## config.mk

```make
export PLATFORM = sky130hd
export DESIGN_NAME = thermostat_hysteresis_controller
export DESIGN_NICKNAME = d
export VERILOG_FILES = /design/src/hw/rtl/thc_pkg.sv /design/src/hw/rtl/thc_regs.sv /design/src/hw/rtl/thc_core.sv /design/src/hw/rtl/thc_out_buf.sv /design/src/hw/rtl/thermostat_hysteresis_controller.sv
export VERILOG_INCLUDE_DIRS = /design/src /design/src/hw/rtl
export SDC_FILE = /design/constraint.sdc
export NUM_CORES = 1
export LEC_CHECK = 0
export BUFFER_PORTS_ARGS = -buffer_cell sky130_fd_sc_hd__buf_2
export CAP_MARGIN = 30
export CORE_MARGIN = 4
export CORE_UTILIZATION = 55
export CTS_CLUSTER_SIZE = 8
export DETAILED_ROUTE_END_ITERATION = 7
export PLACE_DENSITY_LB_ADDON = 0.1
export SETUP_SLACK_MARGIN = 0.15
export SLEW_MARGIN = 20
export SYNTH_ARGS = -nofsm -noshare
export SYNTH_HDL_FRONTEND = slang
export SYNTH_HIERARCHICAL = 1
export SYNTH_SLANG_ARGS = --single-unit
export TNS_END_PERCENT = 30
```

## constraint.sdc

```tcl
create_clock -name clk -period 9.43 [get_ports clk]
set_input_delay 0.943 -clock clk [delete_from_list [all_inputs] [get_ports clk]]
set_output_delay 0.943 -clock clk [all_outputs]
set_load 0.005 [all_outputs]
```

## src/hw/rtl/thermostat_hysteresis_controller_defines.svh

```systemverilog
// ---------------------------------------------------------------------------
// Thermostat controller assertion macros
// Shared concurrent assertion forms, clocked on clk and disabled in reset.
// ---------------------------------------------------------------------------
`ifndef THERMOSTAT_HYSTERESIS_CONTROLLER_DEFINES_SVH
`define THERMOSTAT_HYSTERESIS_CONTROLLER_DEFINES_SVH

// Same-cycle implication.
`define THC_ASSERT_IMPLIES(lbl, ante, cons, msg) \
    lbl: assert property (@(posedge clk) disable iff (!rst_n) (ante) |-> (cons)) \
        else $error(msg);

// Next-cycle implication.
`define THC_ASSERT_NEXT(lbl, ante, cons, msg) \
    lbl: assert property (@(posedge clk) disable iff (!rst_n) (ante) |=> (cons)) \
        else $error(msg);

`endif

```

## src/hw/rtl/thc_pkg.sv

```systemverilog
// ---------------------------------------------------------------------------
// Thermostat controller package
// Item, result and configuration types plus fixed constants.
// ---------------------------------------------------------------------------
package thc_pkg;

    // Temperature fields: signed sixteenths of a degree
    localparam int TEMP_BITS   = 12;
    localparam int CFG_BITS    = 8;
    localparam int UPTIME_BITS = 32;
    localparam int APB_DATA_W  = 32;
    localparam int APB_ADDR_W  = 5;
    localparam int REG_IDX_W   = 3;

    // Register indexes
    localparam logic [REG_IDX_W-1:0] REG_HYSTERESIS    = 3'd0;
    localparam logic [REG_IDX_W-1:0] REG_SETPOINT_STEP = 3'd1;
    localparam logic [REG_IDX_W-1:0] REG_LOCKOUT       = 3'd2;
    localparam logic [REG_IDX_W-1:0] REG_DISPLAY_OFF   = 3'd3;
    localparam logic [REG_IDX_W-1:0] REG_SAVE_DELAY    = 3'd4;
    localparam logic [REG_IDX_W-1:0] REG_SENSOR_INT    = 3'd5;
    localparam logic [REG_IDX_W-1:0] REG_SETPOINT_MIN  = 3'd6;
    localparam logic [REG_IDX_W-1:0] REG_SETPOINT_MAX  = 3'd7;

    // Register reset values
    localparam logic [CFG_BITS-1:0] HYSTERESIS_RST    = 8'd8;
    localparam logic [CFG_BITS-1:0] SETPOINT_STEP_RST = 8'd8;
    localparam logic [CFG_BITS-1:0] LOCKOUT_RST       = 8'd60;
    localparam logic [CFG_BITS-1:0] DISPLAY_OFF_RST   = 8'd30;
    localparam logic [CFG_BITS-1:0] SAVE_DELAY_RST    = 8'd5;
    localparam logic [CFG_BITS-1:0] SENSOR_INT_RST    = 8'd5;
    localparam logic signed [TEMP_BITS-1:0] SETPOINT_MIN_RST = -12'sd480;
    localparam logic signed [TEMP_BITS-1:0] SETPOINT_MAX_RST = 12'sd960;

    // 22 degrees
    localparam logic signed [TEMP_BITS-1:0] SETPOINT_RST = 12'sd352;

    typedef enum logic [1:0] {
        TREND_SAME    = 2'd0,
        TREND_RISING  = 2'd1,
        TREND_FALLING = 2'd2
    } thc_trend_t;

    typedef struct packed {
        logic                        second_tick;
        logic                        sample_valid;
        logic signed [TEMP_BITS-1:0] sample;
        logic                        button_up;
        logic                        button_down;
        logic                        button_display;
    } thc_item_t;

    typedef struct packed {
        logic                        heat_relay;
        logic                        cool_relay;
        logic                        display_active;
        logic                        start_conversion;
        logic                        read_request;
        logic                        save_request;
        logic signed [TEMP_BITS-1:0] setpoint_now;
        thc_trend_t                  trend;
        logic [UPTIME_BITS-1:0]      uptime_seconds;
    } thc_result_t;

    typedef struct packed {
        logic [CFG_BITS-1:0]         hysteresis;
        logic [CFG_BITS-1:0]         setpoint_step;
        logic [CFG_BITS-1:0]         lockout_seconds;
        logic [CFG_BITS-1:0]         display_off_seconds;
        logic [CFG_BITS-1:0]         save_delay_seconds;
        logic [CFG_BITS-1:0]         sensor_interval_seconds;
        logic signed [TEMP_BITS-1:0] setpoint_min;
        logic signed [TEMP_BITS-1:0] setpoint_max;
    } thc_cfg_t;

endpackage

```

## src/hw/rtl/thc_regs.sv

```systemverilog
// ---------------------------------------------------------------------------
// Thermostat controller register file
// APB-style configuration registers; pready is tied high.
// ---------------------------------------------------------------------------
module thc_regs (
    input  logic                          clk,
    input  logic                          rst_n,
    input  logic                          psel,
    input  logic                          penable,
    input  logic                          pwrite,
    input  logic [thc_pkg::APB_ADDR_W-1:0] paddr,
    input  logic [thc_pkg::APB_DATA_W-1:0] pwdata,
    output logic [thc_pkg::APB_DATA_W-1:0] prdata,
    output logic                          pready,
    output thc_pkg::thc_cfg_t             cfg
);
    import thc_pkg::*;

    thc_cfg_t              cfg_reg;
    logic                  wr_en;
    logic [REG_IDX_W-1:0]  reg_idx;

    assign pready  = 1'b1;
    assign reg_idx = paddr[APB_ADDR_W-1:2];
    assign wr_en   = psel && penable && pwrite && pready;
    assign cfg     = cfg_reg;

    always_ff @(posedge clk or negedge rst_n)
    begin
        if (!rst_n)
        begin
            cfg_reg.hysteresis              <= HYSTERESIS_RST;
            cfg_reg.setpoint_step           <= SETPOINT_STEP_RST;
            cfg_reg.lockout_seconds         <= LOCKOUT_RST;
            cfg_reg.display_off_seconds     <= DISPLAY_OFF_RST;
            cfg_reg.save_delay_seconds      <= SAVE_DELAY_RST;
            cfg_reg.sensor_interval_seconds <= SENSOR_INT_RST;
            cfg_reg.setpoint_min            <= SETPOINT_MIN_RST;
            cfg_reg.setpoint_max            <= SETPOINT_MAX_RST;
        end
        else if (wr_en)
        begin
            case (reg_idx)
                REG_HYSTERESIS:    cfg_reg.hysteresis <= pwdata[CFG_BITS-1:0];
                REG_SETPOINT_STEP: cfg_reg.setpoint_step <= pwdata[CFG_BITS-1:0];
                REG_LOCKOUT:       cfg_reg.lockout_seconds <= pwdata[CFG_BITS-1:0];
                REG_DISPLAY_OFF:   cfg_reg.display_off_seconds <= pwdata[CFG_BITS-1:0];
                REG_SAVE_DELAY:    cfg_reg.save_delay_seconds <= pwdata[CFG_BITS-1:0];
                REG_SENSOR_INT:    cfg_reg.sensor_interval_seconds <= pwdata[CFG_BITS-1:0];
                REG_SETPOINT_MIN:  cfg_reg.setpoint_min <= $signed(pwdata[TEMP_BITS-1:0]);
                REG_SETPOINT_MAX:  cfg_reg.setpoint_max <= $signed(pwdata[TEMP_BITS-1:0]);
                default:           ;
            endcase
        end
    end

    always_comb
    begin
        case (reg_idx)
            REG_HYSTERESIS:    prdata = APB_DATA_W'(cfg_reg.hysteresis);
            REG_SETPOINT_STEP: prdata = APB_DATA_W'(cfg_reg.setpoint_step);
            REG_LOCKOUT:       prdata = APB_DATA_W'(cfg_reg.lockout_seconds);
            REG_DISPLAY_OFF:   prdata = APB_DATA_W'(cfg_reg.display_off_seconds);
            REG_SAVE_DELAY:    prdata = APB_DATA_W'(cfg_reg.save_delay_seconds);
            REG_SENSOR_INT:    prdata = APB_DATA_W'(cfg_reg.sensor_interval_seconds);
            REG_SETPOINT_MIN:  prdata = APB_DATA_W'(cfg_reg.setpoint_min);
            REG_SETPOINT_MAX:  prdata = APB_DATA_W'(cfg_reg.setpoint_max);
            default:           prdata = '0;
        endcase
    end

endmodule

```

## src/hw/rtl/thc_core.sv

```systemverilog
// ---------------------------------------------------------------------------
// Thermostat controller pass logic
// Controller state and the combinational control pass for one item.
// ---------------------------------------------------------------------------
`include "thermostat_hysteresis_controller_defines.svh"

module thc_core #(
    parameter int TIMER_BITS = 8
) (
    input  logic                 clk,
    input  logic                 rst_n,
    input  thc_pkg::thc_cfg_t    cfg,
    input  logic                 step,
    input  thc_pkg::thc_item_t   item,
    output thc_pkg::thc_result_t result
);
    import thc_pkg::*;

    // Interval compare at full precision, room for interval + 1
    localparam int CMP_W = ((TIMER_BITS > CFG_BITS) ? TIMER_BITS : CFG_BITS) + 2;
    localparam int SW    = TEMP_BITS + 2;
    localparam logic signed [SW-1:0] T_MAX = SW'((2 ** (TEMP_BITS - 1)) - 1);
    localparam logic signed [SW-1:0] T_MIN = -T_MAX - SW'(1);

    logic                        heat_on_reg,      heat_on_next;
    logic                        cool_on_reg,      cool_on_next;
    logic                        display_on_reg,   display_on_next;
    logic                        have_sample_reg,  have_sample_next;
    logic signed [TEMP_BITS-1:0] setpoint_reg,     setpoint_next;
    logic signed [TEMP_BITS-1:0] temperature_reg,  temperature_next;
    thc_trend_t                  trend_reg,        trend_next;
    logic [TIMER_BITS-1:0]       lockout_reg,      lockout_next;
    logic [TIMER_BITS-1:0]       save_timer_reg,   save_timer_next;
    logic [TIMER_BITS-1:0]       display_timer_reg, display_timer_next;
    logic [TIMER_BITS-1:0]       sensor_cnt_reg,   sensor_cnt_next;
    logic [UPTIME_BITS-1:0]      uptime_reg,       uptime_next;

    logic [TIMER_BITS-1:0]       cnt_inc;
    logic [CMP_W-1:0]            cnt_ext;
    logic [CMP_W-1:0]            int_ext;
    logic [TIMER_BITS-1:0]       lockout_load;
    logic [TIMER_BITS-1:0]       save_load;
    logic [TIMER_BITS-1:0]       display_load;
    logic signed [SW-1:0]        step_s;
    logic signed [SW-1:0]        hyst_s;
    logic signed [SW-1:0]        sp_s;
    logic signed [SW-1:0]        sp_up;
    logic signed [SW-1:0]        sp_dn;
    logic signed [SW-1:0]        sp_up_sat;
    logic signed [SW-1:0]        sp_dn_sat;
    logic signed [SW-1:0]        sp_new;
    logic signed [SW-1:0]        temp_new;
    logic                        start_pulse;
    logic                        read_pulse;
    logic                        save_pulse;

    assign cnt_inc      = sensor_cnt_reg + TIMER_BITS'(1);
    assign cnt_ext      = CMP_W'(cnt_inc);
    assign int_ext      = CMP_W'(cfg.sensor_interval_seconds);
    assign lockout_load = TIMER_BITS'(cfg.lockout_seconds);
    assign save_load    = TIMER_BITS'(cfg.save_delay_seconds);
    assign display_load = TIMER_BITS'(cfg.display_off_seconds);

    // Setpoint step: clamp at own limit only, then saturate to the field range
    assign step_s = SW'({1'b0, cfg.setpoint_step});
    assign hyst_s = SW'({1'b0, cfg.hysteresis});
    assign sp_s   = SW'(setpoint_reg);
    assign sp_up  = (sp_s + step_s > SW'(cfg.setpoint_max)) ? SW'(cfg.setpoint_max)
                                                            : sp_s + step_s;
    assign sp_dn  = (sp_s - step_s < SW'(cfg.setpoint_min)) ? SW'(cfg.setpoint_min)
                                                            : sp_s - step_s;
    assign sp_up_sat = (sp_up > T_MAX) ? T_MAX : ((sp_up < T_MIN) ? T_MIN : sp_up);
    assign sp_dn_sat = (sp_dn > T_MAX) ? T_MAX : ((sp_dn < T_MIN) ? T_MIN : sp_dn);

    always_comb
    begin
        sensor_cnt_next    = sensor_cnt_reg;
        save_timer_next    = save_timer_reg;
        display_timer_next = display_timer_reg;
        display_on_next    = display_on_reg;
        lockout_next       = lockout_reg;
        uptime_next        = uptime_reg;
        start_pulse        = 1'b0;
        read_pulse         = 1'b0;
        save_pulse         = 1'b0;
        trend_next         = trend_reg;
        temperature_next   = temperature_reg;
        have_sample_next   = have_sample_reg;
        setpoint_next      = setpoint_reg;
        heat_on_next       = heat_on_reg;
        cool_on_next       = cool_on_reg;

        // One-second timers
        if (item.second_tick)
        begin
            sensor_cnt_next = cnt_inc;
            if (cnt_ext == int_ext)
            begin
                start_pulse = 1'b1;
            end
            else if (cnt_ext > int_ext + CMP_W'(1))
            begin
                read_pulse      = 1'b1;
                sensor_cnt_next = '0;
            end
            if (save_timer_reg != '0)
            begin
                save_timer_next = save_timer_reg - TIMER_BITS'(1);
                save_pulse      = (save_timer_reg == TIMER_BITS'(1));
            end
            if (display_timer_reg != '0)
            begin
                display_timer_next = display_timer_reg - TIMER_BITS'(1);
                if (display_timer_reg == TIMER_BITS'(1))
                begin
                    display_on_next = 1'b0;
                end
            end
            if (lockout_reg != '0)
            begin
                lockout_next = lockout_reg - TIMER_BITS'(1);
            end
            uptime_next = uptime_reg + UPTIME_BITS'(1);
        end

        // Sample and trend
        if (item.sample_valid)
        begin
            if (!have_sample_reg || item.sample == temperature_reg)
            begin
                trend_next = TREND_SAME;
            end
            else if (item.sample > temperature_reg)
            begin
                trend_next = TREND_RISING;
            end
            else
            begin
                trend_next = TREND_FALLING;
            end
            temperature_next = item.sample;
            have_sample_next = 1'b1;
        end

        // Buttons: up over down over display
        if (item.button_up)
        begin
            setpoint_next      = sp_up_sat[TEMP_BITS-1:0];
            save_timer_next    = save_load;
            display_timer_next = display_load;
            display_on_next    = 1'b1;
        end
        else if (item.button_down)
        begin
            setpoint_next      = sp_dn_sat[TEMP_BITS-1:0];
            save_timer_next    = save_load;
            display_timer_next = display_load;
            display_on_next    = 1'b1;
        end
        else if (item.button_display)
        begin
            display_timer_next = display_load;
            display_on_next    = 1'b1;
        end

        // Relays; heat first so its lockout blocks cool in the same pass
        sp_new   = SW'(setpoint_next);
        temp_new = SW'(temperature_next);
        if (!have_sample_next)
        begin
            heat_on_next = 1'b0;
            cool_on_next = 1'b0;
        end
        else
        begin
            if (!heat_on_reg)
            begin
                heat_on_next = (temp_new < sp_new - hyst_s) && (lockout_next == '0);
            end
            else if (temp_new >= sp_new)
            begin
                heat_on_next = 1'b0;
                lockout_next = lockout_load;
            end
            if (!cool_on_reg)
            begin
                cool_on_next = (temp_new > sp_new + hyst_s) && (lockout_next == '0);
            end
            else if (temp_new <= sp_new)
            begin
                cool_on_next = 1'b0;
                lockout_next = lockout_load;
            end
        end
    end

    always_ff @(posedge clk or negedge rst_n)
    begin
        if (!rst_n)
        begin
            heat_on_reg       <= 1'b0;
            cool_on_reg       <= 1'b0;
            display_on_reg    <= 1'b1;
            have_sample_reg   <= 1'b0;
            setpoint_reg      <= SETPOINT_RST;
            temperature_reg   <= '0;
            trend_reg         <= TREND_SAME;
            lockout_reg       <= '0;
            save_timer_reg    <= '0;
            display_timer_reg <= TIMER_BITS'(DISPLAY_OFF_RST);
            sensor_cnt_reg    <= '0;
            uptime_reg        <= '0;
        end
        else if (step)
        begin
            heat_on_reg       <= heat_on_next;
            cool_on_reg       <= cool_on_next;
            display_on_reg    <= display_on_next;
            have_sample_reg   <= have_sample_next;
            setpoint_reg      <= setpoint_next;
            temperature_reg   <= temperature_next;
            trend_reg         <= trend_next;
            lockout_reg       <= lockout_next;
            save_timer_reg    <= save_timer_next;
            display_timer_reg <= display_timer_next;
            sensor_cnt_reg    <= sensor_cnt_next;
            uptime_reg        <= uptime_next;
        end
    end

    always_comb
    begin
        result.heat_relay       = heat_on_next;
        result.cool_relay       = cool_on_next;
        result.display_active   = display_on_next;
        result.start_conversion = start_pulse;
        result.read_request     = read_pulse;
        result.save_request     = save_pulse;
        result.setpoint_now     = setpoint_next;
        result.trend            = trend_next;
        result.uptime_seconds   = uptime_next;
    end

    `THC_ASSERT_IMPLIES(a_relays_exclusive, 1'b1, !(heat_on_reg && cool_on_reg), "heat and cool both on")
    `THC_ASSERT_IMPLIES(a_no_relay_before_sample, !have_sample_reg, !heat_on_reg && !cool_on_reg, "relay on before first sample")
    `THC_ASSERT_IMPLIES(a_heat_off_locks, $fell(heat_on_reg), lockout_reg == TIMER_BITS'($past(cfg.lockout_seconds)), "heat off without lockout load")
    `THC_ASSERT_IMPLIES(a_display_off_idle, !display_on_reg, display_timer_reg == '0, "display off with timer running")

endmodule

```

## src/hw/rtl/thc_out_buf.sv

```systemverilog
// ---------------------------------------------------------------------------
// Thermostat controller result register
// Holds one result item until the receiver takes it.
// ---------------------------------------------------------------------------
module thc_out_buf (
    input  logic                 clk,
    input  logic                 rst_n,
    input  logic                 load_valid,
    output logic                 load_ready,
    input  thc_pkg::thc_result_t load_data,
    output logic                 result_valid,
    input  logic                 result_ready,
    output thc_pkg::thc_result_t result
);
    import thc_pkg::*;

    logic        valid_reg;
    thc_result_t data_reg;

    assign load_ready   = !valid_reg || result_ready;
    assign result_valid = valid_reg;
    assign result       = data_reg;

    always_ff @(posedge clk or negedge rst_n)
    begin
        if (!rst_n)
        begin
            valid_reg <= 1'b0;
        end
        else if (load_ready)
        begin
            valid_reg <= load_valid;
        end
    end

    always_ff @(posedge clk)
    begin
        if (load_ready && load_valid)
        begin
            data_reg <= load_data;
        end
    end

endmodule

```

## src/hw/rtl/thermostat_hysteresis_controller.sv

```systemverilog
// ---------------------------------------------------------------------------
// Thermostat hysteresis controller
// Bang-bang heat/cool control with timers, setpoint buttons and sensor schedule.
// ---------------------------------------------------------------------------
// Usage:
//   item channel (item_valid/item_ready/item): one control pass per item,
//   carrying the second tick, an optional sensor sample and button levels.
//   result channel (result_valid/result_ready/result): exactly one result
//   item per input item, in order.
//   APB port: eight configuration registers at byte offsets 0x00..0x1C;
//   write only while no item is in flight. pready is tied high.
// Timing:
//   An item lands in the input register at the accepting edge; its pass is
//   evaluated from that register and captured in the result register once
//   the result register can load, which raises result_valid. One item per
//   cycle sustained while the receiver keeps result_ready high; the pass is
//   a single combinational step on the controller state.
// Reset: relays off, display on, setpoint 22 degrees, timers cleared but the
//   display timer (at its default), registers at defaults, both channels empty.
// Stall: a held result keeps its register; one more item waits in the input
//   register, then item_ready drops until the receiver takes the result.
// ---------------------------------------------------------------------------
module thermostat_hysteresis_controller #(
    parameter int TIMER_BITS = 8
) (
    input  logic                           clk,
    input  logic                           rst_n,
    input  logic                           item_valid,
    output logic                           item_ready,
    input  thc_pkg::thc_item_t             item,
    output logic                           result_valid,
    input  logic                           result_ready,
    output thc_pkg::thc_result_t           result,
    input  logic                           psel,
    input  logic                           penable,
    input  logic                           pwrite,
    input  logic [thc_pkg::APB_ADDR_W-1:0] paddr,
    input  logic [thc_pkg::APB_DATA_W-1:0] pwdata,
    output logic [thc_pkg::APB_DATA_W-1:0] prdata,
    output logic                           pready
);
    import thc_pkg::*;

    thc_cfg_t    cfg;
    logic        stage_valid_reg;
    thc_item_t   stage_item_reg;
    logic        pass_ready;
    logic        pass_fire;
    thc_result_t pass_result;

    assign item_ready = !stage_valid_reg || pass_ready;
    assign pass_fire  = stage_valid_reg && pass_ready;

    always_ff @(posedge clk or negedge rst_n)
    begin
        if (!rst_n)
        begin
            stage_valid_reg <= 1'b0;
        end
        else if (item_ready)
        begin
            stage_valid_reg <= item_valid;
        end
    end

    always_ff @(posedge clk)
    begin
        if (item_valid && item_ready)
        begin
            stage_item_reg <= item;
        end
    end

    thc_regs u_regs (
        .clk     (clk),
        .rst_n   (rst_n),
        .psel    (psel),
        .penable (penable),
        .pwrite  (pwrite),
        .paddr   (paddr),
        .pwdata  (pwdata),
        .prdata  (prdata),
        .pready  (pready),
        .cfg     (cfg)
    );

    thc_core #(
        .TIMER_BITS (TIMER_BITS)
    ) u_core (
        .clk    (clk),
        .rst_n  (rst_n),
        .cfg    (cfg),
        .step   (pass_fire),
        .item   (stage_item_reg),
        .result (pass_result)
    );

    thc_out_buf u_out_buf (
        .clk          (clk),
        .rst_n        (rst_n),
        .load_valid   (stage_valid_reg),
        .load_ready   (pass_ready),
        .load_data    (pass_result),
        .result_valid (result_valid),
        .result_ready (result_ready),
        .result       (result)
    );

endmodule
```

Yosys cells after proc, flatten, opt, wreduce, memory -nomap -nowiden. Cells that the tools add are included.

Flip-flop bits (word level): 237. Input port bits: 61. Output and inout port bits: 87. Word-level logic and storage cells: 154.

$add $sub $neg: 10. $lt $le $gt $ge: 12. Equal/unequal tests: 11. Multiplexer cells: 48. Bitwise logic cells: 1. Reduce and logical (&&, ||, !) cells: 35.

Operators by type and width (count): 32-bit case mux with 8 select lines (1); 8-bit 2-to-1 mux (19); 12-bit 2-to-1 mux (7); 32-bit by 1-bit adder with 32-bit output (second input constant) (1); 32-bit 2-to-1 mux (1); 14-bit by 12-bit greater-than comparator with 1-bit output (second input constant) (2); 14-bit by 12-bit less-than comparator with 1-bit output (second input constant) (2); 14-bit 2-to-1 mux (2); 12-bit by 9-bit adder with 13-bit output (2); 12-bit by 9-bit subtractor with 13-bit output (2); 8-bit nonzero test (3); 8-bit by 1-bit subtractor with 8-bit output (second input constant) (3); 2-bit AND reduction (10); 8-bit by 1-bit == test with 1-bit output (second input constant) (2); 8-bit zero test (2); 1-bit 2-to-1 mux (15); 12-bit by 13-bit greater-than comparator with 1-bit output (1); 13-bit by 12-bit greater-than comparator with 1-bit output (1); 12-bit by 13-bit less-than comparator with 1-bit output (1); 13-bit by 12-bit less-than comparator with 1-bit output (1); 12-bit == test (1); 3-bit == test (second input constant) (4); 12-bit greater-or-equal comparator (1); 12-bit greater-than comparator (1); other kinds (17) (32).

Depth between registers and ports, before layout. Gate-level depths: netlist of the first run.

Depth after elaboration: 16. Mapped depth: 39. Gate-level depth less buffers: 37.

By module. The synthesis of the first run kept the hierarchy.

By module, submodules not included: thc_core (instances 1, cells an instance 1188, area an instance 9974.6 µm², seq. area each 2362.3 µm²); thc_regs (instances 1, cells an instance 280, area an instance 3574.7 µm², seq. area each 1829.3 µm²); thc_out_buf (instances 1, cells an instance 56, area an instance 1615.3 µm², seq. area each 1586.5 µm²); thermostat_hysteresis_controller (instances 1, cells an instance 22, area an instance 570.5 µm², seq. area each 535.5 µm²).

Least setup slack after synthesis of the first run. OpenSTA, ideal clock, no wires.

Path type: register to register. Start: register u_regs.cfg_reg, in the netlist u_regs/cfg[56]. End: register u_out_buf.data_reg, in the netlist u_out_buf/result[50] (data pin). Setup time: 251 ps. Data arrival time: 6788 ps. Data required time: 9179 ps. Setup slack: 2391 ps. Stages on the path, launching flop included: 38. Path buffers: 2. Clock period less this slack: 7039 ps. Cells stage by stage: dfrtp_1 ha_1 inv_1 fa_1 o21ba_1 o311a_1 o21ai_2 nand3_1 xnor2_1 ha_1 nand4_1 or4_1 o21ai_1 mux2i_1 buf_2 or3_1 a31o_2 nor2_1 [2 not listed] fa_1 o21bai_1 a21o_1 a21oi_1 o21bai_1 a21oi_1 nor2_1 nor2_1 nor3_2 xnor2_1 ha_1 nand4_1 o311ai_0 o21ai_0 o21ai_0 nor4_1 o21bai_1 buf_4.

RTL lines: from (decl) (line thc_regs.sv:19) `thc_cfg_t cfg_reg;`; to (signal assigned) (line thc_out_buf.sv:40) `data_reg <= load_data;`; to (decl) (line thc_out_buf.sv:18) `thc_result_t data_reg;`.

==> run_results.csv, run 1 <==
group,metric,value,unit
global_route,grt_max_degree,88,
worst_setup_path,worst_r2r_startpoint,"u_core/setpoint_reg[0]",
clock_tree,cts_tree,"done",
timing,report.final.hold_viol_count,0,
pwr,cellInternalPower,2.97,mW
place,numPortBuffers,124,
global_route,antenna_found_initial,0,
timing,skew,12.9,ps
worst_setup_path,critical_path.most_common_cell,"ha_1",
global_route,gr-usage-all-layers,23.9,%
logic_synthesis,yosysUniqueCellTypes,106,
timing,final-max-slew-violation-count,0,
global_route,grt_pass1_vias,11400,
worst_setup_path,worstRegToRegCells,35,
pwr,p_seq_share,30.4,%
place,placed_cells_incl_taps,1967,
min_path,worstHoldPathType,"flip-flop to flip-flop",
logic_synthesis,synth-edff-count,69,
clock_tree,h-tree-depth,2,
timing,slew_headroom,39.4,%
logic_synthesis,yosysWarningCount,6,
drt,totalWireLength,37500,um
timing,rsz0062_at_grt,"no",
pwr,power.share.switching,39.6,%
clock_tree,clock_insertion_delay_worst_skew,500,ps
floorplan,die_height,177,um
floorplan,placeableCoreArea,28000,um^2
pwr,net-switching-power,1.95,mW
timing,final.min_clock_period,8020,ps
min_path,min_to,"u_core/trend_reg[0]",
worst_setup_path,crit_fanout,21,
place,place.detailed.hpwl,27400,um
floorplan,die_area,31400,um^2
floorplan,start_util,56.2,%
timing,timing.final.crit_share,85.0,%
finish,drive_above_1_share,20.9,%
finish,largest_register_ff_count,72,
min_path,worst_hold_path.num_cells,2,
worst_setup_path,cp.arrival,8360,ps
clock_tree,ctsResizeCount,0,
timing,final_report_setup_violation_count,0,
pwr,power.static_leakage,7.84,nW
place,routabilityCongestion,0.868,
worst_setup_path,timing.critical_path.from_type,"flip-flop",
logic_synthesis,netlist_area_pre_place,15700,um^2
logic_synthesis,yosysSeqAreaShare,40.1,%
worst_setup_path,critPathSlowestCell,"or4_1",
pwr,vdd.ir_drop.worst,0.205,mV
place,post_dp_cell_area,16400,um^2
finish,seqCellArea,6310,um^2
pwr,power.density_cell_area,283,nW/um^2
finish,synthToLayoutAreaGrowth,10.8,%
outcome,status,"finished clean",
drt,drt-vias-per-instance,5.77,
worst_setup_path,crit_path_largest_cell_delay,590,ps
pwr,combPwrFrac,46.3,%
timing,worst_slew_pin_slew,899,ps
clock_tree,cts-root-buf,"clkbuf_16",
drt,routedWlPerCell,18.5,um
logic_synthesis,syn_nets,1736,
finish,fillers,2381,
job,max_cap_violations,0,
drt,antenna_left,0,
clock_tree,post_cts_buffers,0,
global_route,globalRoute.totalOverflow,0,
clock_tree,clkSlewWorstSetupHoldPaths,60,ps
floorplan,chipWidth,177,um
timing,setup_slack,1410,ps
finish,insertedDiodeCount,0,
min_path,worst_hold_startpoint,"u_core/trend_reg[0]",
drt,detail_route.iter0.violations,856,
worst_setup_path,required,9770,ps
worst_setup_path,setup.reg_to_reg.worst_slack,1410,ps
timing,fin_tns_setup,0,ps
worst_setup_path,timing.setup.critical_path_class,"flip-flop to flip-flop",
logic_synthesis,post_synth.cell_area_avg,10.2,um^2
logic_synthesis,synthArstFlopShare,70.9,%
drt,drc,0,
finish,finish.instance_area,17400,um^2
timing,maxClockFrequency,125,MHz
floorplan,pin_count,148,
finish,post_layout_nonfiller_instances,2031,
clock_tree,cts_inserted_buffers,35,
place,pre_cts_ws,1520,ps
clock_tree,clkSinkCount,237,
floorplan,floorplan.rows,61,
clock_tree,max_buffers_root_to_sink,3,
global_route,wire_length_of_the_first_global_routing_pass,60600,um
pwr,clock_power_share,23.3,%
finish,finalNetCount,1818,
worst_setup_path,cp-end-kind,"flip-flop",
clock_tree,hold_bufs_at_cts,0,
drt,via_count,11700,
worst_setup_path,rr_endpoint,"u_out_buf/result[50]",
logic_synthesis,synth-seq-cells,237,
logic_synthesis,synth_top_flop_cell,"dfrtp_1",
finish,multi_input_area,8530,um^2
drt,drt-pass1-iter-count,5,
logic_synthesis,post_synth_inst_count,1546,
layer usage:
metal  vias up  part of all wire, %  track usage [%]
li1       5688                    -                -
met1      5701                   48             35.1
met2       296                   46             38.1
met3        39                  4.8             3.10
met4         0                  1.4             5.03
met5         -                    0                0
worst max-delay path by stage:
stage / from / endpoint / slack (ps) / cells after the start
CTS: u_core/setpoint_reg[0] / u_out_buf/result[50] / 1450 / 36
detailed placement: u_core/setpoint_reg[0] / u_out_buf/result[50] / 1520 / 36
floorplan: u_regs/cfg[56] / u_out_buf/result[50] / 2390 / 37
global placement: u_regs/cfg[59] / u_out_buf/result[51] / 1580 / 33
finish: u_core/setpoint_reg[0] / u_out_buf/result[50] / 1410 / 35
global route: u_regs/cfg[59] / u_out_buf/result[51] / 620 / 35
area by class of cell:
cell class	count	share of cell area [%]
clock buffer	60	5.69
clock inverter	2	0.144
inverter	107	2.30
multi-input combinational	1115	48.9
sequential	237	36.2
tap	378	2.71
timing repair buffer	132	4.01
cell usage in the layout, fill, tap and decap left out, types with 5 or more instances in the layout:
cell type / instances
a211oi_1: 18
a21o_1: 20
a21oi_1: 68
a221oi_1: 5
a22o_1: 8
a22oi_1: 11
a31oi_1: 12
and2_1: 7
and3_1: 18
buf_2: 123
buf_4: 6
clkbuf_1: 24
clkbuf_16: 36
dfrtp_1: 138
dfstp_2: 30
edfxtp_1: 69
ha_1: 125
inv_1: 104
mux2_2: 90
mux2i_1: 33
nand2_1: 95
nand2b_1: 21
nand3_1: 42
nand4_1: 27
nor2_1: 95
nor2_2: 6
nor2b_1: 16
nor3_1: 21
nor3b_1: 8
nor4_1: 12
o211ai_1: 7
o21a_1: 18
o21ai_0: 72
o21bai_1: 8
o31ai_1: 7
or2_1: 5
or3_1: 11
xnor2_1: 74
xor2_1: 44
critical path: cells and delay by family (launching register included):
kind,cells,cell delay [ps]
buf+inv,3,320
mux,1,80
fa+ha+maj,6,1850
flops,1,410
xor+xnor,2,320
compound gates,14,2580
simple gates,9,2280
power groups by stage:
stage,sequential [mW],clock (mW),combinational (mW)
2_1_floorplan,1.42,0,1.74
3_3_place_gp,1.51,0,2.19
3_5_place_dp,1.51,0,2.25
4_1_cts,1.50,1.18,2.27
5_1_grt,1.53,1.23,2.56
6_report,1.50,1.15,2.28
synth_stat cells (all sizes together), types with 9 or more instances:
master    n  area [um^2]
mux2     90         1010
buf      59          387
o21ai    76          384
a31oi    13         96.3
nor3b     9         78.8
nand2b   24          173
nor2b    16          100
nor2    102          403
nor3     26          174
ha      125         1560
xor2     45          402
nand4    31          228
a211oi   18          135
a21oi    69          349
edfxtp   69         2070
nand2    97          369
mux2i    33          330
and3     23          161
or3      12         80.1
dfstp    30          788
dfrtp   138         3450
inv     106          398
nand3    45          255
o21a     18          135
clkbuf   28          110
and2     10         67.6
a22oi    11         82.6
a21o     20          150
nor4     14          100
xnor2    74          648
per-stage QoR:
stage	hold slack (ps)	power, mW	utilization (%)
2_1_floorplan	450	3.16	-
3_3_place_gp	465	3.69	58.4
3_5_place_dp	471	3.76	58.5
4_1_cts	481	4.95	62.2
5_1_grt	510	5.32	62.2
6_report	481	4.93	62.2
cell families after synthesis:
| logic type | after synthesis | synth area share (%) |
|---|---|---|
| XOR/XNOR | 119 | 6.67 |
| multiplexers | 123 | 8.54 |
| flip-flops | 237 | 40.1 |
| AO/OA/AOI/OAI | 308 | 13.1 |
| adder cells (fa/ha/maj) | 129 | 10.4 |
| buffers and inverters | 194 | 5.71 |
| AND/OR/NAND/NOR | 435 | 15.4 |
| other | 1 | 0.0238 |
Power figures use the tool's default switching activity.
==> run 2: changes to the inputs <==
--- a/config.mk
+++ b/config.mk
@@ -9,7 +9,7 @@
 export BUFFER_PORTS_ARGS = -buffer_cell sky130_fd_sc_hd__buf_2
 export CAP_MARGIN = 30
 export CORE_MARGIN = 4
-export CORE_UTILIZATION = 55
+export CORE_UTILIZATION = 60
 export CTS_CLUSTER_SIZE = 8
 export DETAILED_ROUTE_END_ITERATION = 7
 export PLACE_DENSITY_LB_ADDON = 0.1
@@ -17,6 +17,5 @@
 export SLEW_MARGIN = 20
 export SYNTH_ARGS = -nofsm -noshare
 export SYNTH_HDL_FRONTEND = slang
-export SYNTH_HIERARCHICAL = 1
 export SYNTH_SLANG_ARGS = --single-unit
 export TNS_END_PERCENT = 30
==> run 2 against run 1 <==
Effect of this change: global-route usage increased by 3.0 points; flip-flop and latch count unchanged; critical endpoint is now u_out_buf.result[50]; clock skew up 5.0 ps; hold slack got worse by 210 ps; sequential power is essentially flat; design area down 2.4%; critical path type unchanged; fmax shrank 5.8%; first-iteration DRC count rose by 18%; register-to-register slack worse by 490 ps; worst setup slack worse by 490 ps; total power up 11%; final cell count rose by 1.7%.
==> run_results.csv, run 2 <==
group,metric,value,unit
pwr,power.density_cell_area,322,nW/um^2
global_route,gr-usage-all-layers,26.8,%
floorplan,chipWidth,167,um
logic_synthesis,syn_nets,1806,
drt,drt-pass1-iter-count,5,
timing,setup_slack,920,ps
clock_tree,post_cts_buffers,0,
logic_synthesis,post_synth_inst_count,1617,
timing,skew,18.0,ps
floorplan,pin_count,148,
timing,final.min_clock_period,8510,ps
place,numPortBuffers,124,
worst_setup_path,required,9710,ps
finish,synthToLayoutAreaGrowth,12.0,%
global_route,grt_pass1_vias,12100,
clock_tree,clkSinkCount,237,
drt,drt-vias-per-instance,5.88,
timing,hold-worst-slack,268,ps
drt,routedWlPerCell,18.3,um
place,routabilityCongestion,0.925,
logic_synthesis,yosysUniqueCellTypes,79,
logic_synthesis,post_synth.cell_area_avg,9.39,um^2
drt,detail_route.iter0.violations,1012,
worst_setup_path,timing.setup.critical_path_class,"flip-flop to flip-flop",
clock_tree,ctsResizeCount,0,
logic_synthesis,synth_top_cell_by_area,"dfrtp_1",
floorplan,placeableCoreArea,24600,um^2
timing,worst_slew_pin_slew,918,ps
drt,via_count,12100,
worst_setup_path,timing.critical_path.from_type,"flip-flop",
timing,rsz0062_at_grt,"no",
floorplan,start_util,61.7,%
logic_synthesis,synthDominantCellAreaShare,22.7,%
logic_synthesis,yosysSeqAreaShare,41.6,%
clock_tree,cts_tree,"done",
drt,wirelength_met1,15800,um
logic_synthesis,synth-edff-count,69,
worst_setup_path,critPathSlowestCell,"nor3_1",
worst_setup_path,crit_path_largest_cell_delay,730,ps
drt,antenna_left,0,
logic_synthesis,yosysWarningCount,0,
finish,final_cell_mix,"198 x nand2_1, 138 x dfrtp_1, 136 x o21ai_0, 124 x ha_1, 124 x buf_2",
timing,slew_headroom,38.8,%
outcome,status,"finished clean",
clock_tree,hold_bufs_at_cts,0,
clock_tree,cts_inserted_buffers,35,
logic_synthesis,yosysMostFrequentCell,"nand2_1",
timing,fin_tns_setup,0,ps
logic_synthesis,synth_common_cells,"198 x nand2_1, 138 x dfrtp_1, 136 x o21ai_0",
worst_setup_path,cp-end-kind,"flip-flop",
drt,drc,0,
job,max_cap_violations,0,
finish,finalCoreUtilization,69.1,%
floorplan,die_area,27900,um^2
finish,fillers,1967,
logic_synthesis,synth_top_flop_cell,"dfrtp_1",
timing,maxClockFrequency,118,MHz
clock_tree,h-tree-depth,2,
pwr,power.static_leakage,7.68,nW
global_route,globalRoute.totalOverflow,0,
drt,met2_length,18200,um
drt,routed.top_layer,"met5",
logic_synthesis,synth-seq-cells,237,
clock_tree,cts-root-buf,"clkbuf_16",
floorplan,floorplan.rows,57,
pwr,vdd.ir_drop.worst,0.226,mV
logic_synthesis,netlist_area_pre_place,15200,um^2
min_path,worstHoldPathType,"primary input to asynchronous set/reset pin",
finish,drive_above_1_share,15.6,%
finish,finalNetCount,1904,
logic_synthesis,synthTopCellsByArea,"dfrtp_1 23%, edfxtp_1 14%, ha_1 10%",
timing,timing.final.crit_share,90.2,%
drt,dr_wl_met3,2100,um
clock_tree,max_buffers_root_to_sink,3,
finish,most_common_cell_after_layout_fill_and_taps_aside,"nand2_1",
finish,largest_register_ff_count,72,
global_route,grt_max_degree,98,
place,pre_cts_ws,1020,ps
clock_tree,clkSlewWorstSetupHoldPaths,50,ps
floorplan,die_height,167,um
finish,insertedDiodeCount,0,
timing,final-max-slew-violation-count,0,
worst_setup_path,cp.arrival,8790,ps
place,place.detailed.hpwl,27100,um
global_route,wire_length_of_the_first_global_routing_pass,61600,um
drt,totalWireLength,37900,um
timing,final_report_setup_violation_count,0,
clock_tree,clock_insertion_delay_worst_skew,520,ps
timing,report.final.hold_viol_count,0,
worst_setup_path,crit_fanout,22,
global_route,antenna_found_initial,0,
logic_synthesis,synthArstFlopShare,70.9,%
==> run 2: cell types whose count changed after synthesis, moves of 15 or more <==
cell / delta
mux2_2: -47
nor2_1: +26
clkbuf_1: +23
buf_2: -15
nand2_1: +103
mux2i_1: -18
o21ai_0: +64
==> run 2: cell type report <==
cell class	count	area [um^2]	area share, %
multi-input combinational	1188	8050	47.3
sequential	237	6310	37.1
clock buffer	60	980	5.76
timing repair buffer	141	785	4.61
inverter	112	423	2.49
tap	324	405	2.38
clock inverter	3	55.1	0.324
==> run 2: per-layer routing <==
| layer | vias up | GRT usage [%] |
|---|---|---|
| met1 | 5812 | 34.4 |
| met3 | 109 | 4.29 |
| met4 | 2 | 11.5 |
| met5 | - | 2.09 |
| met2 | 344 | 45.1 |
| li1 | 5874 | - |
==> run 2: worst max-delay path: cells and delay by family (launching register included) <==
kind            cells  cell delay, ps
compound gates     15            3690
xor+xnor            2             330
fa+ha+maj           4            1280
buf+inv             1             210
flops               1             560
mux                 1             110
simple gates       10            2090
==> run 2: logic make-up (layout without fill, tap and decap cells) <==
logic type | Yosys count | count (layout) | synth area share [%]
flip-flops | 237 | 237 | 41.6
XOR/XNOR | 116 | 116 | 6.69
buffers and inverters | 192 | 316 | 5.41
AO/OA/AOI/OAI | 355 | 355 | 14.9
multiplexers | 60 | 60 | 4.47
adder cells (fa/ha/maj) | 128 | 128 | 10.7
other | 1 | 1 | 0.0247
AND/OR/NAND/NOR | 528 | 528 | 16.1
==> run 2: worst paths after layout <==
path,start,end,slack [ps],depth (start not counted)
worst min register to register,u_core.trend_reg[0],u_core.trend_reg[0],490,1
worst max-delay path,u_core.setpoint_reg[5],u_out_buf.result[50],920,33
worst min-delay path,rst_n,u_core.uptime_reg[20],270,1
worst max register to register,u_core.setpoint_reg[5],u_out_buf.result[50],920,33
min in group clk,u_core.trend_reg[0],u_core.trend_reg[0],490,1
max in group asynchronous,rst_n,u_regs.cfg[53],7660,4
==> run 2: through the flow <==
step	cell area [um^2]	cells	power (mW)
after floorplan	15200	1617	3.58
after global placement	15900	1996	4.20
after detailed placement	15900	1997	4.28
after CTS	16900	2060	5.49
after global routing	17000	2065	5.97
final	17000	2065	5.48
==> run 2: report_power, final <==
part	total (mW)	internal, mW	switching [mW]
Clock	1.17	0.708	0.462
Sequential	1.50	1.30	0.197
Combinational	2.81	1.18	1.63
